**src/rmq_pkg.sv**
```systemverilog
// Shared widths, constants and types for the rotation matrix to quaternion block.
// Used by every module under src; depends on nothing.
package rmq_pkg;

  localparam int FRAC_BITS = 16;
  localparam int FW        = 18;
  // Magnitude of a quaternion component before normalization.
  localparam int MW        = ((FRAC_BITS > FW) ? FRAC_BITS : FW) + 2;
  localparam int TW        = MW + 1;
  localparam int NW        = 2 * MW + 2;
  localparam int SQ_ST     = NW / 2;
  localparam int RW        = MW + 1;
  localparam int QW        = FW;
  localparam int NUMW      = MW + FRAC_BITS + 1;
  localparam int DW        = ((NUMW > RW + QW - 1) ? NUMW : (RW + QW - 1)) + 1;
  localparam int QDEPTH    = 4;
  localparam int QAW       = $clog2(QDEPTH);
  localparam int IN_BYTES  = (9 * FW + 7) / 8;
  localparam int OUT_BYTES = (4 * FW + 7) / 8;

  localparam logic signed [TW-1:0] ONE = TW'(1) << FRAC_BITS;
  localparam logic [QW:0] OUT_MAX = (QW + 1)'((1 << (FW - 1)) - 1);
  localparam logic [QW:0] OUT_MIN_MAG = (QW + 1)'(1 << (FW - 1));

  typedef struct packed {
    logic [3:0]         sgn;
    logic [3:0][MW-1:0] mag;
  } vec_t;

  typedef struct packed {
    logic full;
    logic empty;
  } fifo_st_t;

endpackage

```
**src/rmq_fifo.sv**
```systemverilog
// Short queue that decouples the front end from the normalizing back end.
// Depends on rmq_pkg.
module rmq_fifo (
  input  logic               clk_i,
  input  logic               rst_ni,
  input  logic               push_i,
  input  rmq_pkg::vec_t      push_data_i,
  input  logic               pop_i,
  output rmq_pkg::vec_t      pop_data_o,
  output rmq_pkg::fifo_st_t  st_o
);

  localparam int AW = rmq_pkg::QAW;

  rmq_pkg::vec_t  mem_q [rmq_pkg::QDEPTH];
  logic [AW-1:0]  wptr_q, rptr_q;
  logic [AW:0]    cnt_q;

  assign st_o.full  = (cnt_q == (AW+1)'(rmq_pkg::QDEPTH));
  assign st_o.empty = (cnt_q == '0);
  assign pop_data_o = mem_q[rptr_q];

  always_ff @(posedge clk_i or negedge rst_ni) begin
    if (!rst_ni) begin
      wptr_q <= '0;
      rptr_q <= '0;
      cnt_q  <= '0;
    end else begin
      if (push_i) wptr_q <= wptr_q + 1'b1;
      if (pop_i)  rptr_q <= rptr_q + 1'b1;
      unique case ({push_i, pop_i})
        2'b10:   cnt_q <= cnt_q + 1'b1;
        2'b01:   cnt_q <= cnt_q - 1'b1;
        default: cnt_q <= cnt_q;
      endcase
    end
  end

  always_ff @(posedge clk_i) begin
    if (push_i) mem_q[wptr_q] <= push_data_i;
  end

endmodule

```
**config.mk**
```make
export PLATFORM = sky130hd
export DESIGN_NAME = rmq_fifo
export DESIGN_NICKNAME = d
export VERILOG_FILES = /design/src/rmq_pkg.sv /design/src/rmq_fifo.sv
export SDC_FILE = /design/constraint.sdc
export NUM_CORES = 1
export LEC_CHECK = 0
export BUFFER_PORTS_ARGS = -buffer_cell sky130_fd_sc_hd__buf_2
export CORE_UTILIZATION = 61
export DETAILED_ROUTE_END_ITERATION = 10
export MAX_ROUTING_LAYER = met4
export PLACE_DENSITY = 0.84
export SLEW_MARGIN = 40
export SYNTH_ARGS = -nofsm -noshare
export SYNTH_HDL_FRONTEND = slang
export SYNTH_SLANG_ARGS = --single-unit
```
**constraint.sdc**
```tcl
create_clock -name clk_i -period 8.7 [get_ports clk_i]
set_input_delay 1.74 -clock clk_i [delete_from_list [all_inputs] [get_ports clk_i]]
set_output_delay 1.74 -clock clk_i [all_outputs]
set_load 0.005 [all_outputs]
```
==> run metrics, run 1 <==
FMAX 0.229 GHz; # IOs 174; chip width 145 um; library cells used by synthesis 19; Slowest cell on crit path dfrtp_4; crit-path cells buf_4, mux4_2, buf_2; Congestion Overflow GR 0; Final #Nets 764; reg-to-reg startpoint wptr_q[1]; detailed-route via count 5,599; # clock sinks 343; Tmin final 4360 ps; Setup crit end kind output port; number of global-route vias before repair 6,154; Worst EP required 6960 ps; HP Start cnt_q[2]; final WL 22,400 um; clk slew on worst S/H paths 60 ps; Hold Crit Class reg -> reg; RSZ-0062 raised after global routing no; cell count after synthesis 476; Max clock buf depth 3; Post-synth ARST share 2.04%; CTS tree yes; Setup WS pre-CTS 4540 ps; antenna-violating nets left 0; type of origin of the critical path flop; CP startpoint rptr_q[1]; worst vdd ir 0.214 mV; post-synth net total 570; Initial Util 62.1%; Skew-Pair Late Insertion Delay 540 ps; die area 21,200 sq um; CP max stage delay 760 ps; FF+latch count, synth 343; Max-slew headroom 50.1%; Netlist Area Pre-Place 12,600 sq um; Final period util 50.2%; critical path arrival 2620 ps; area growth from synthesis to layout 16.7%; sequential-to-total area share from yosys stat 81.7%; drt drc 0; setup ws final 4340 ps; post-synth top area share 80.3%; Yosys warnings 0; Crit Path Class reg -> out; hold buffers post-CTS 0; clk root buf clkbuf_16; largest net degree at the start of global routing 58; drt wl/cell 23.1 um; Setup Viol. Count Final 0; layout cell share with drive strength beyond 1 45.2%; outcome finished, final reports clean; row count 52; first-pass GRT wire length 34,800 um; Syn Area/Cell 26.4 sq um; maxcap violations 0; initial antenna violation count 4; P_leak 5.04 nW; top_reg_cell synth edfxtp_1; Fin. Hold Viols 0; Max H-tree Level 1; measured slew at the worst slew-check pin 748 ps; Pwr Density 329 nW/um^2; core box area 20,200 sq um; Iteration-0 DRC Markers 313; Via density 5.78; CP max FO 50; TNS Setup 0 ps; EDFF count, synth 336; DIE HEIGHT 145 um; Overall Global Routing Usage 22.8%; port bufs 173; detailed placer's ending HPWL 13,200 um; Yosys top cell by area edfxtp_1; GPL Wtd Cong 0.734; Slew Limit Fails 0; number of setup buffers added after CTS 0; CTS resizes 0; TritonRoute pass-1 iters 5; top cells by area, synth edfxtp_1 (80%), mux4_2 (15%), dfrtp_1 (1.4%), buf_12 (0.80%), ha_1 (0.50%); most frequent cell after synthesis edfxtp_1; Post-synth top cells edfxtp_1 (336), mux4_2 (84), dfrtp_1 (7); clk_skew 11.1 ps; CTS buffer count 31; number of fill cells in the layout 1,177
-- final cells by class --
| type | instances | area (sq um) | share of cell area [%] |
|---|---|---|---|
| clock inverter | 19 | 173 | 1.18 |
| sequential | 343 | 10300 | 70.1 |
| antenna | 4 | 10.0 | 0.0683 |
| clock buffer | 39 | 806 | 5.50 |
| timing repair buffer | 180 | 938 | 6.40 |
| tap | 270 | 338 | 2.30 |
| inverter | 6 | 22.5 | 0.154 |
| multi-input combinational | 108 | 2100 | 14.3 |
-- layer usage --
metal	up-vias	part of all wire, %	GRT usage, %
met5	-	0	-
met4	0	1.7	6.11
met3	35	7.4	4.01
met2	229	53	38.2
met1	2901	38	29.4
li1	2434	-	-
-- sequential cells by signal, summed over array words and instances, names as in the netlist --
| signal | count |
|---|---|
| rptr_q | 2 |
| mem_q | 336 |
| cnt_q | 3 |
| wptr_q | 2 |
-- through the flow --
step / hold WS (ps) / total power [mW] / util (%) / area [sq um] / instances
after detailed placement: 494 / 3.58 / 67.4 / 13600 / 906
after CTS: 506 / 4.89 / 72.3 / 14600 / 964
after global routing: 542 / 5.05 / 72.4 / 14700 / 969
after floorplan: 457 / 3.14 / - / 12600 / 476
after global placement: 470 / 3.52 / 67.4 / 13600 / 906
final: 505 / 4.83 / 72.4 / 14700 / 969
-- path summary, 6_finish.rpt --
kind                                        to  slack [ps]  depth (start not counted)
worst max-delay path            pop_data_o[42]        4340                          3
worst min-delay path                  cnt_q[2]         500                          1
worst max register to register    mem_q[0][45]        6380                          4
worst min register to register        cnt_q[2]         500                          1
max in group asynchronous            rptr_q[0]        7490                          1
min in group asynchronous             cnt_q[0]        1020                          1
-- kinds of logic (layout without fill, tap and decap cells) --
group           count (synthesis)  in the layout  synth area share [%]
mux                            84             84                  15.1
flops                         343            343                  81.7
other cells                     0              4                     0
fa+ha+maj                       6              6                 0.658
buf+inv                        25            244                  1.63
simple gates                   10             10                 0.408
compound gates                  2              2                0.0797
xor+xnor                        6              6                 0.418
-- placed cells by master, fill, tap and decap left out, types with 2 or more instances in the layout --
cell / instances
inv_1: 6
dfrtp_4: 2
clkinv_1: 6
dfrtp_1: 5
and2_4: 4
mux4_2: 84
clkbuf_16: 31
clkbuf_1: 8
clkinv_2: 7
buf_2: 173
buf_6: 2
edfxtp_1: 336
diode_2: 4
bufinv_16: 3
nand2_1: 3
xor2_1: 4
ha_1: 5
xnor2_1: 2
o21ai_0: 2
buf_4: 4
-- worst max-delay path, delay by kind of cell, from the launching register on --
family | cells | cell delay [ps]
flip-flops | 1 | 760
multiplexers | 1 | 430
buffers and inverters | 2 | 810
-- report_power, final --
group	total, mW	internal [mW]	switching, mW
combinational	1.24	0.629	0.613
clock	1.29	0.744	0.549
sequential	2.29	2.17	0.127
Note: power is estimated with default switching activity, not from simulation.
==> inputs of run 2 (changes only) <==
CORE_UTILIZATION = 57   (was 61)
PLACE_DENSITY = 0.79   (was 0.84)
clock period = 4.45 ns   (was 8.7 ns; I/O delays follow)
==> run 2 against run 1 <==
- power up 110%
- cell count rose by 1.9%
- clock power rose by 130%
- global-route usage is 0.97 points lower
- flip-flop and latch count unchanged
- sequential power is 97% higher
- non-clock buffer count grew 12
- cell area is 2.5% higher
- combinational power grew 100%
- largest cell class unchanged
==> run metrics, run 2 (synthesized netlist as in run 1, its figures left out) <==
outcome finished, final reports clean; antenna-violating nets left 0; Critical R2R Capture mem_q[2][69]; Design Area, Final 15,000 sq um; number of global-route vias before repair 6,091; CTS buffer count 35; Setup crit end kind output port; clk root buf clkbuf_16; Overall Global Routing Usage 21.8%; # clock sinks 343; FMAX 0.302 GHz; Post-DP Area 13,800 sq um; number of fill cells in the layout 1,267; clk_skew 7.44 ps; commonest non-fill, non-tap cells in the layout edfxtp_1 (336), buf_2 (173), mux4_2 (84), clkbuf_16 (37), buf_4 (11); Fin. Hold Viols 0; Initial Util 59.0%; port bufs 173; commonest non-fill, non-tap cell in the layout edfxtp_1; drt wl/cell 23.1 um; Skew-Pair Late Insertion Delay 500 ps; TNS Setup 0 ps; row count 53; Max-slew headroom 53.3%; Setup Viol. Count Final 0; layout cell share with drive strength beyond 1 46.8%; first-pass GRT wire length 34,400 um; Pwr Density 662 nW/um^2; measured slew at the worst slew-check pin 700 ps; TritonRoute pass-1 iters 4; worst vdd ir 0.438 mV; number of setup buffers added after CTS 0; detailed-route via count 5,598; clk slew on worst S/H paths 60 ps; Final #Nets 780; type of origin of the critical path flop; Via density 5.67; worst hold slack 221 ps; Max H-tree Level 2; chip width 150 um; final WL 22,800 um; Crit Path Class reg -> out; dpl cells 923; largest net degree at the start of global routing 54; CTS tree yes; core box area 21,300 sq um; drt drc 0; DIE HEIGHT 150 um; Worst EP required 3560 ps; die area 22,600 sq um; Iteration-0 DRC Markers 320; critical path arrival 2420 ps; Hold Crit Class in -> async; Reg2Reg Setup Slack 2440 ps; area growth from synthesis to layout 19.7%; maxcap violations 0; max reg flops 336; Max clock buf depth 3; Finished Layout Cells 987; detailed placer's ending HPWL 14,100 um; RSZ-0062 raised after global routing no; Top reg by flops mem_q; Tmin final 3310 ps; initial antenna violation count 1; reg-to-reg startpoint wptr_q[0]; Regs by FF count mem_q (336), cnt_q (3); Slew Limit Fails 0; P_leak 5.21 nW; path depth of the worst reg2reg path 5; Congestion Overflow GR 0; Final period util 74.3%; hold buffers post-CTS 0; GPL Wtd Cong 0.745; # IOs 174; CTS resizes 0; CP max FO 23; CP startpoint rptr_q[0]
run 2: stage by stage:
step	setup WS (ps)	power [mW]	utilization (%)
after floorplan	1160	6.14	-
after global placement	1670	6.95	64.4
after detailed placement	1620	7.12	65.0
after CTS	1050	10.1	70.5
after global routing	963	10.4	70.6
final	1140	9.94	70.6
run 2: cell type report:
class                      instances  area (sq um)  share of cell area, %
multi-input combinational        108          2100                   14.0
clock buffer                      44           952                   6.34
sequential                       343         10300                   68.4
tap                              275           344                   2.29
clock inverter                    17           218                   1.45
inverter                           6          22.5                  0.150
timing repair buffer             192          1120                   7.43
antenna                            2          5.00                 0.0333
run 2: worst max-delay path by stage:
stage,cells after the start,end,slack (ps)
global route,3,pop_data_o[65],960
finish,3,pop_data_o[65],1140
detailed placement,3,pop_data_o[73],1620
floorplan,1,mem_q[0][0],1160
global placement,3,pop_data_o[64],1670
CTS,3,pop_data_o[65],1050
run 2: per-layer routing:
layer | vias up | global-route usage, % | wire (um)
met1 | 2900 | 26.4 | 8600
met5 | - | - | 0
li1 | 2470 | - | -
met4 | 0 | 7.83 | 507
met3 | 41 | 3.94 | 1260
met2 | 187 | 37.1 | 12400
run 2: where the power goes:
group	switching, mW	total (mW)	internal [mW]
logic	1.19	2.50	1.31
clock network	1.12	2.93	1.81
registers	0.285	4.51	4.22
run 2: critical path, cell delays in order, from the launching register on:
cell and delay, ps:
dfrtp_4 670, buf_4 490, mux4_2 600, buf_2 150
