### src/rmq_pkg.sv
// Shared widths, constants and types for the rotation matrix to quaternion block.
// Used by every module under src; depends on nothing.
package rmq_pkg;

  localparam int FRAC_BITS = 16;
  localparam int FW        = 18;
  // Magnitude of a quaternion component before normalization.
  localparam int MW        = ((FRAC_BITS > FW) ? FRAC_BITS : FW) + 2;
  localparam int TW        = MW + 1;
  localparam int NW        = 2 * MW + 2;
  localparam int SQ_ST     = NW / 2;
  localparam int RW        = MW + 1;
  localparam int QW        = FW;
  localparam int NUMW      = MW + FRAC_BITS + 1;
  localparam int DW        = ((NUMW > RW + QW - 1) ? NUMW : (RW + QW - 1)) + 1;
  localparam int QDEPTH    = 4;
  localparam int QAW       = $clog2(QDEPTH);
  localparam int IN_BYTES  = (9 * FW + 7) / 8;
  localparam int OUT_BYTES = (4 * FW + 7) / 8;

  localparam logic signed [TW-1:0] ONE = TW'(1) << FRAC_BITS;
  localparam logic [QW:0] OUT_MAX = (QW + 1)'((1 << (FW - 1)) - 1);
  localparam logic [QW:0] OUT_MIN_MAG = (QW + 1)'(1 << (FW - 1));

  typedef struct packed {
    logic [3:0]         sgn;
    logic [3:0][MW-1:0] mag;
  } vec_t;

  typedef struct packed {
    logic full;
    logic empty;
  } fifo_st_t;

endpackage

### src/rmq_front.sv
// Front end: forms the four trace sums, picks the largest and builds the raw quaternion.
// Depends on rmq_pkg.
module rmq_front (
  input  logic                           clk_i,
  input  logic                           rst_ni,
  input  logic                           in_valid_i,
  output logic                           in_ready_o,
  input  logic [9*rmq_pkg::FW-1:0]       in_data_i,
  input  logic                           q_full_i,
  output logic                           push_o,
  output rmq_pkg::vec_t                  push_data_o,
  output logic                           busy_o
);

  localparam int TW = rmq_pkg::TW;
  localparam int FW = rmq_pkg::FW;
  localparam int MW = rmq_pkg::MW;

  logic signed [TW-1:0] m [9];
  logic signed [TW-1:0] t [4];
  logic signed [TW-1:0] v [4];
  logic [1:0]           best;
  rmq_pkg::vec_t        vec_d, vec_q;
  logic                 vld_q;
  logic                 adv;

  always_comb begin
    for (int i = 0; i < 9; i++) begin
      m[i] = {{(TW-FW){in_data_i[i*FW+FW-1]}}, in_data_i[i*FW +: FW]};
    end
    // Element index is column * 3 + row.
    t[0] = rmq_pkg::ONE + m[0] + m[4] + m[8];
    t[1] = rmq_pkg::ONE + m[0] - m[4] - m[8];
    t[2] = rmq_pkg::ONE - m[0] + m[4] - m[8];
    t[3] = rmq_pkg::ONE - m[0] - m[4] + m[8];
    best = 2'd0;
    for (int k = 1; k < 4; k++) begin
      if (t[k] > t[best]) best = 2'(k);
    end
    unique case (best)
      2'd0: begin
        v[0] = t[0];        v[1] = m[5] - m[7];
        v[2] = m[6] - m[2]; v[3] = m[1] - m[3];
      end
      2'd1: begin
        v[0] = m[5] - m[7]; v[1] = t[1];
        v[2] = m[1] + m[3]; v[3] = m[6] + m[2];
      end
      2'd2: begin
        v[0] = m[6] - m[2]; v[1] = m[1] + m[3];
        v[2] = t[2];        v[3] = m[5] + m[7];
      end
      default: begin
        v[0] = m[1] - m[3]; v[1] = m[6] + m[2];
        v[2] = m[5] + m[7]; v[3] = t[3];
      end
    endcase
    for (int k = 0; k < 4; k++) begin
      vec_d.sgn[k] = v[k][TW-1];
      vec_d.mag[k] = v[k][TW-1] ? MW'(-v[k]) : MW'(v[k]);
    end
  end

  assign push_o      = vld_q && !q_full_i;
  assign adv         = !vld_q || !q_full_i;
  assign in_ready_o  = adv;
  assign push_data_o = vec_q;
  assign busy_o      = vld_q;

  always_ff @(posedge clk_i or negedge rst_ni) begin
    if (!rst_ni) begin
      vld_q <= 1'b0;
    end else if (adv) begin
      vld_q <= in_valid_i;
    end
  end

  always_ff @(posedge clk_i) begin
    if (adv && in_valid_i) begin
      vec_q <= vec_d;
    end
  end

endmodule

### config.mk
export PLATFORM = sky130hd
export DESIGN_NAME = rmq_front
export DESIGN_NICKNAME = d
export VERILOG_FILES = /design/src/rmq_pkg.sv /design/src/rmq_front.sv
export SDC_FILE = /design/constraint.sdc
export NUM_CORES = 1
export LEC_CHECK = 0
export ABC_AREA = 1
export BUFFER_PORTS_ARGS = -buffer_cell sky130_fd_sc_hd__buf_4
export CAP_MARGIN = 20
export CORE_ASPECT_RATIO = 0.8
export CORE_UTILIZATION = 62
export CTS_CLUSTER_SIZE = 40
export DETAILED_ROUTE_END_ITERATION = 10
export PLACE_DENSITY_LB_ADDON = 0.12
export SYNTH_ARGS = -nofsm -noshare
export SYNTH_HDL_FRONTEND = slang
export SYNTH_SLANG_ARGS = --single-unit
export TNS_END_PERCENT = 1
### constraint.sdc
create_clock -name clk_i -period 5.65 [get_ports clk_i]
set_input_delay 1.13 -clock clk_i [delete_from_list [all_inputs] [get_ports clk_i]]
set_output_delay 1.13 -clock clk_i [all_outputs]
set_load 0.005 [all_outputs]
==> results of run 1 <==
-- layer usage --
| metal | global-route usage (%) | overflow |
|---|---|---|
| met5 | 73.52 | 12 |
| met1 | 91.93 | 137 |
| met2 | 111.5 | 923 |
| met4 | 106.7 | 387 |
| met3 | 87.12 | 105 |
-- cell usage after synthesis, types with 31 or more instances --
cell type  instances  share of area [%]
buf_2             31               0.72
inv_1            554                9.7
nand3_1          215                5.0
ha_1             259                 15
nand4_1           95                2.8
fa_1              83                7.7
clkbuf_1          43               0.75
xnor2_1           42                1.7
a21oi_1          205                4.8
xor2_1           170                6.9
nand2_1          862                 15
o21ai_0          117                2.7
nor2_1           232                4.0
edfxtp_1          84                 12
nor3_1            41               0.95
-- metrics by stage --
| stage | area, µm² | setup TNS [ns] | setup slack [ns] | hold WS (ns) | std cells |
|---|---|---|---|---|---|
| after CTS | 30870 | -308.39 | -3.841 | 0.5417 | 4750 |
| after floorplan | 21690 | -283.22 | -3.466 | 0.5462 | 3327 |
| after detailed placement | 29160 | -393.04 | -4.867 | 0.6124 | 4678 |
| after global placement | 29160 | -358.48 | -4.431 | 0.5850 | 4678 |
-- what timing repair did --
action | in CTS
pin swaps | 116
cloned | 4
gates resized for setup | 237
endpoints found under the setup margin | 84
buffers inserted | 52
-- kinds of logic after synthesis --
kind of cell | Yosys count
DFF | 85
and+or+nand+nor | 1565
AOI/OAI and AO/OA | 457
xor gates and xnor gates | 212
adders and majority gates | 342
buffers and inverters | 666
==> parameters.txt, run 1 <==
Parameter                              Value

Run status
  Status ... aborted with a tool error
  Stage where the flow stopped ... global routing
  Tool error ... [ERROR GRT-0232] Routing congestion too high. Check the congestion heatmap in the GUI.

Logic synthesis
  XOR/XNOR Fraction of Synth Area ... 8.631%
  Synthesized-area fraction occupied by and/or/nand/nor cells ... 32.37%
  Part of the Yosys area used for sequential elements ... 11.84%
  Syn nets ... 3835
  Yosys warns ... 0
  Post-synthesis sequential element count ... 85
  Share of async-settable or async-resettable flops after synthesis ... 1.176%
  Adder-cell share of the synthesized area ... 22.79%
  Synth cell types ... 62
  Post-Synthesis Cell Area ... 0.02151 mm²
  Number of enable-type register cells in the synthesized netlist ... 84
  Compound-cell area share of the yosys netlist ... 12.20%
  Main combinational cell family by area after synthesis ... simple AND/OR/NAND/NOR gates
  Multiplexer area fraction after synthesis ... 0%
  Cells after synthesis ... 3327
  Mean instance size in the synthesized netlist ... 6.466 µm²
  Primary FF master, synth ... edfxtp_1

Floorplanning
  I/O pin total ... 253
  Chip Width ... 210.3 µm
  Die height ... 168.6 µm
  Starting utilization of the core area ... 63.54%
  Num rows ... 60

GRT
  Largest net degree at the start of global routing ... 85
  Overall overflow remaining after global route ... 1564
  Total track usage ... 97.71%

Clock tree
  H-tree lvl count ... 3
  Number of hold-repair buffers added at the cts stage ... 0
  CTS root buffer ... clkbuf_16
  TritonCTS buffer count ... 9
  Clock sink count ... 85
  Maximum buffer depth of the clock tree ... 2

Place
  Count of buffers inserted at the top-level ports ... 252
  Final HPWL DP ... 76.21 mm
  Placer congestion estimate ... 1.237

Timing
  Worst-slack endpoint at the end of global-route timing repair ... push_data_o[50]$_DFFE_PP_/D
  Worst ep type ... register data pin
==> run 2, diff against run 1 <==
--- a/config.mk
+++ b/config.mk
@@ -8,11 +8,9 @@
 export ABC_AREA = 1
 export BUFFER_PORTS_ARGS = -buffer_cell sky130_fd_sc_hd__buf_4
 export CAP_MARGIN = 20
-export CORE_ASPECT_RATIO = 0.8
-export CORE_UTILIZATION = 62
-export CTS_CLUSTER_SIZE = 40
+export CORE_UTILIZATION = 40
 export DETAILED_ROUTE_END_ITERATION = 10
-export PLACE_DENSITY_LB_ADDON = 0.12
+export PLACE_DENSITY_LB_ADDON = 0.15
 export SYNTH_ARGS = -nofsm -noshare
 export SYNTH_HDL_FRONTEND = slang
 export SYNTH_SLANG_ARGS = --single-unit
==> parameters.txt, run 2 <==
Parameter                              Value

Finish
  N_diodes ... 0
  Final net count ... 4773
  Ratio of cells with drive above 1 in the final layout ... 29.44%
  Area growth, synth to finish ... 42.09%
  Flip-flop count of the largest register, all copies and words added ... 84
  Post-route insts no fill ... 4958
  Most common cell after layout, fill and taps aside ... buf_4
  Highest-count cells in the layout ignoring fill and taps ... 1000 x buf_4, 842 x nand2_1, 549 x inv_1

Clock tree
  Clock network latency to the later pin of the worst-skew pair ... 0.34 ns
  Number of hold-repair buffers added at the cts stage ... 0 (unchanged)
  Maximum buffer depth of the clock tree ... 2 (unchanged)
  Clock tree from TritonCTS ... done
  CTS root buffer ... clkbuf_16
  H-tree lvl count ... 3 (unchanged)
  Clock sink count ... 85 (unchanged)
  Clk slew on worst S/H paths ... 0.06 ns
  TritonCTS buffer count ... 9 (unchanged)

Floorplanning
  Chip Width ... 233.9 µm (+11%)
  Die outline area ... 0.05471 mm²
  Area inside the core boundary ... 0.05287 mm²
  Num rows ... 84 (+40%)
  Die height ... 233.9 µm (+39%)
  Starting utilization of the core area ... 40.69% (-23 points)
  I/O pin total ... 253 (unchanged)

Logic synthesis
  Fraction of post-synthesis cell area in the top cell type by area ... 15.06% (unchanged)
  Share of async-settable or async-resettable flops after synthesis ... 1.176% (unchanged)
  Top area cells in the synthesized netlist ... ha_1 15%, nand2_1 15%, edfxtp_1 12%
  Synth cell types ... 62 (unchanged)
  Part of the Yosys area used for sequential elements ... 11.84% (unchanged)
  Largest area contributor in the netlist ... ha_1
  Post-Synthesis Cell Area ... 0.02151 mm² (unchanged)
  Synth cell count leaders ... 862 x nand2_1, 554 x inv_1, 259 x ha_1, 232 x nor2_1, 215 x nand3_1
  Primary FF master, synth ... edfxtp_1
  Post-synthesis sequential element count ... 85 (unchanged)
  Most frequent cell after synthesis ... nand2_1
  Cells after synthesis ... 3327 (unchanged)
  Mean instance size in the synthesized netlist ... 6.466 µm² (unchanged)
  Number of enable-type register cells in the synthesized netlist ... 84 (unchanged)
  Syn nets ... 3835 (unchanged)
  Yosys warns ... 0 (unchanged)

Worst setup path
  Worst reg2reg endpoint ... push_data_o[11]
  Critical path peak fanout ... 8
  Startpoint types ... input pin
  Critical path's most frequent cell ... nand2_1
  R2r setup slk ... 3.87 ns
  R2r worst-path depth ... 2
  Setup Crit Path Kind ... in -> reg
  FF-to-FF Start ... busy_o
  Critical path endpoint category ... register
  Slowest cell on the critical path ... fa_1
  Delay of the slowest cell on the worst path ... 0.50 ns
  Arrival time of data at the critical path endpoint ... 9.93 ns
  WP data required ... 5.76 ns
  Launch point of the critical path ... in_data_i[1]

Route
  DRC viols ... 18
  Routed vias/inst ... 5.044
  Mean routed wirelength per cell ... 17.74 µm
  DR vias ... 25009
  Detailed-route wire length ... 87.96 mm
  Antenna violation net count after detailed routing ... 0
  Initial DRC count ... 2086
  Number of detailed-route iterations in the first pass ... 9

Place
  Count of buffers inserted at the top-level ports ... 252 (unchanged)
  Cell total after placement ... 4917 (+5.1%)
  Final HPWL DP ... 77.31 mm (+1.5%)
  Placer congestion estimate ... 1.039 (-16%)

Timing
  Shortest clock period the worst path allows after layout ... 9.827 ns
  Final Slew Violations ... 0
  Total negative setup slack ... -336.03 ns
  Setup repair after global routing missed its margin ... yes
  Clock Skews ... 0.005769 ns
  Relative slew margins ... 31.45%
  Highest attainable clock frequency ... 101.8 MHz
  Fin crit share ... 173.9%
  Total count of hold-check failures in the final report ... 0
  Setup violation total in the final timing report ... 84
  Slew at the pin closest to its max-slew limit ... 1.028 ns
  Worst Setup Slack, final ... -4.177 ns

GRT
  Met3 capacity usage during global routing ... 2.359%
  GR met1 Demand/Resource ... 45.87%
  Via count of the first global-routing pass ... 23746
  Number of antenna violations at the first check in global routing ... 0
  Global-route wire length before repair ... 133.0 mm
  Met2 routing resource usage after global routing ... 50.87%
  Most heavily used metal layer in global routing ... met2
  Total track usage ... 31.82%
  Largest net degree at the start of global routing ... 85
  Overall overflow remaining after global route ... 0

Min path
  Type of the worst min-delay path ... in -> async

Run status
  Failing checks ... design-rule violations, negative setup slack
  Status ... finished, violations left

Run
  Max capacitance violation total ... 0
## run 2: cell counts after synthesis
Identical to the previous run, type by type.
## run 2: how the worst max path moves through the flow
stage / endpoint / slack [ns]
finish: push_data_o[79] / -4.18
global route: push_data_o[54] / -4.81
CTS: push_data_o[75] / -4.04
detailed placement: push_data_o[52] / -5.11
global placement: push_data_o[52] / -5.09
floorplan: push_data_o[52] / -3.47
## run 2: logic make-up (layout without fill, tap and decap cells)
group,count (synthesis),count (layout),synth area share (%)
AOI/OAI and AO/OA,457,457,12.20
xor gates and xnor gates,212,212,8.631
adders and majority gates,342,342,22.79
buffers and inverters,666,1609,12.17
DFF,85,85,11.84
and+or+nand+nor,1565,1565,32.37
## run 2: layer usage
| metal | up-vias | part of all wire (%) |
|---|---|---|
| met2 | 817 | 44 |
| li1 | 12585 | - |
| met5 | - | 0 |
| met4 | 0 | 2.7 |
| met3 | 115 | 6.7 |
| met1 | 11492 | 47 |
## run 2: what timing repair did
item,4_1_cts,5_1_grt
endpoints found under the hold margin,0,0
resized for setup,98,27
setup buffers,19,4
pin swaps,45,18
endpoints found under the setup margin,84,84
gates cloned,2,0
## run 2: area by class of cell
cell class / count / area (µm²)
inverter: 577 / 2185
clock inverter: 6 / 87.58
multi-input combinational: 2576 / 16900
tap: 688 / 860.8
sequential: 85 / 2547
timing repair inverter: 2 / 20.02
clock buffer: 10 / 229.0
fill: 5342 / 22300
timing repair buffer: 1014 / 7741
## run 2: stage by stage
step | utilization [%] | hold slack [ns] | area, µm² | setup slack [ns]
finish | 57.82 | 0.5532 | 30570 | -4.177
global route | 57.82 | 0.5454 | 30570 | -4.807
CTS | 57.57 | 0.5408 | 30430 | -4.041
detailed placement | 55.96 | 0.5960 | 29580 | -5.115
global placement | 55.96 | 0.6042 | 29580 | -5.092
floorplan | - | 0.5462 | 21690 | -3.466
## run 2: critical path: cells and delay by family
family | cells | cell delay, ns
AO/OA/AOI/OAI | 6 | 0.91
XOR/XNOR | 3 | 0.67
adder cells (fa/ha/maj) | 5 | 1.64
buffers and inverters | 18 | 2.02
AND/OR/NAND/NOR | 27 | 3.55
Power of run 2 is not shown: default switching activity piles up to over one toggle a cycle in this logic, so the estimate is an artifact.
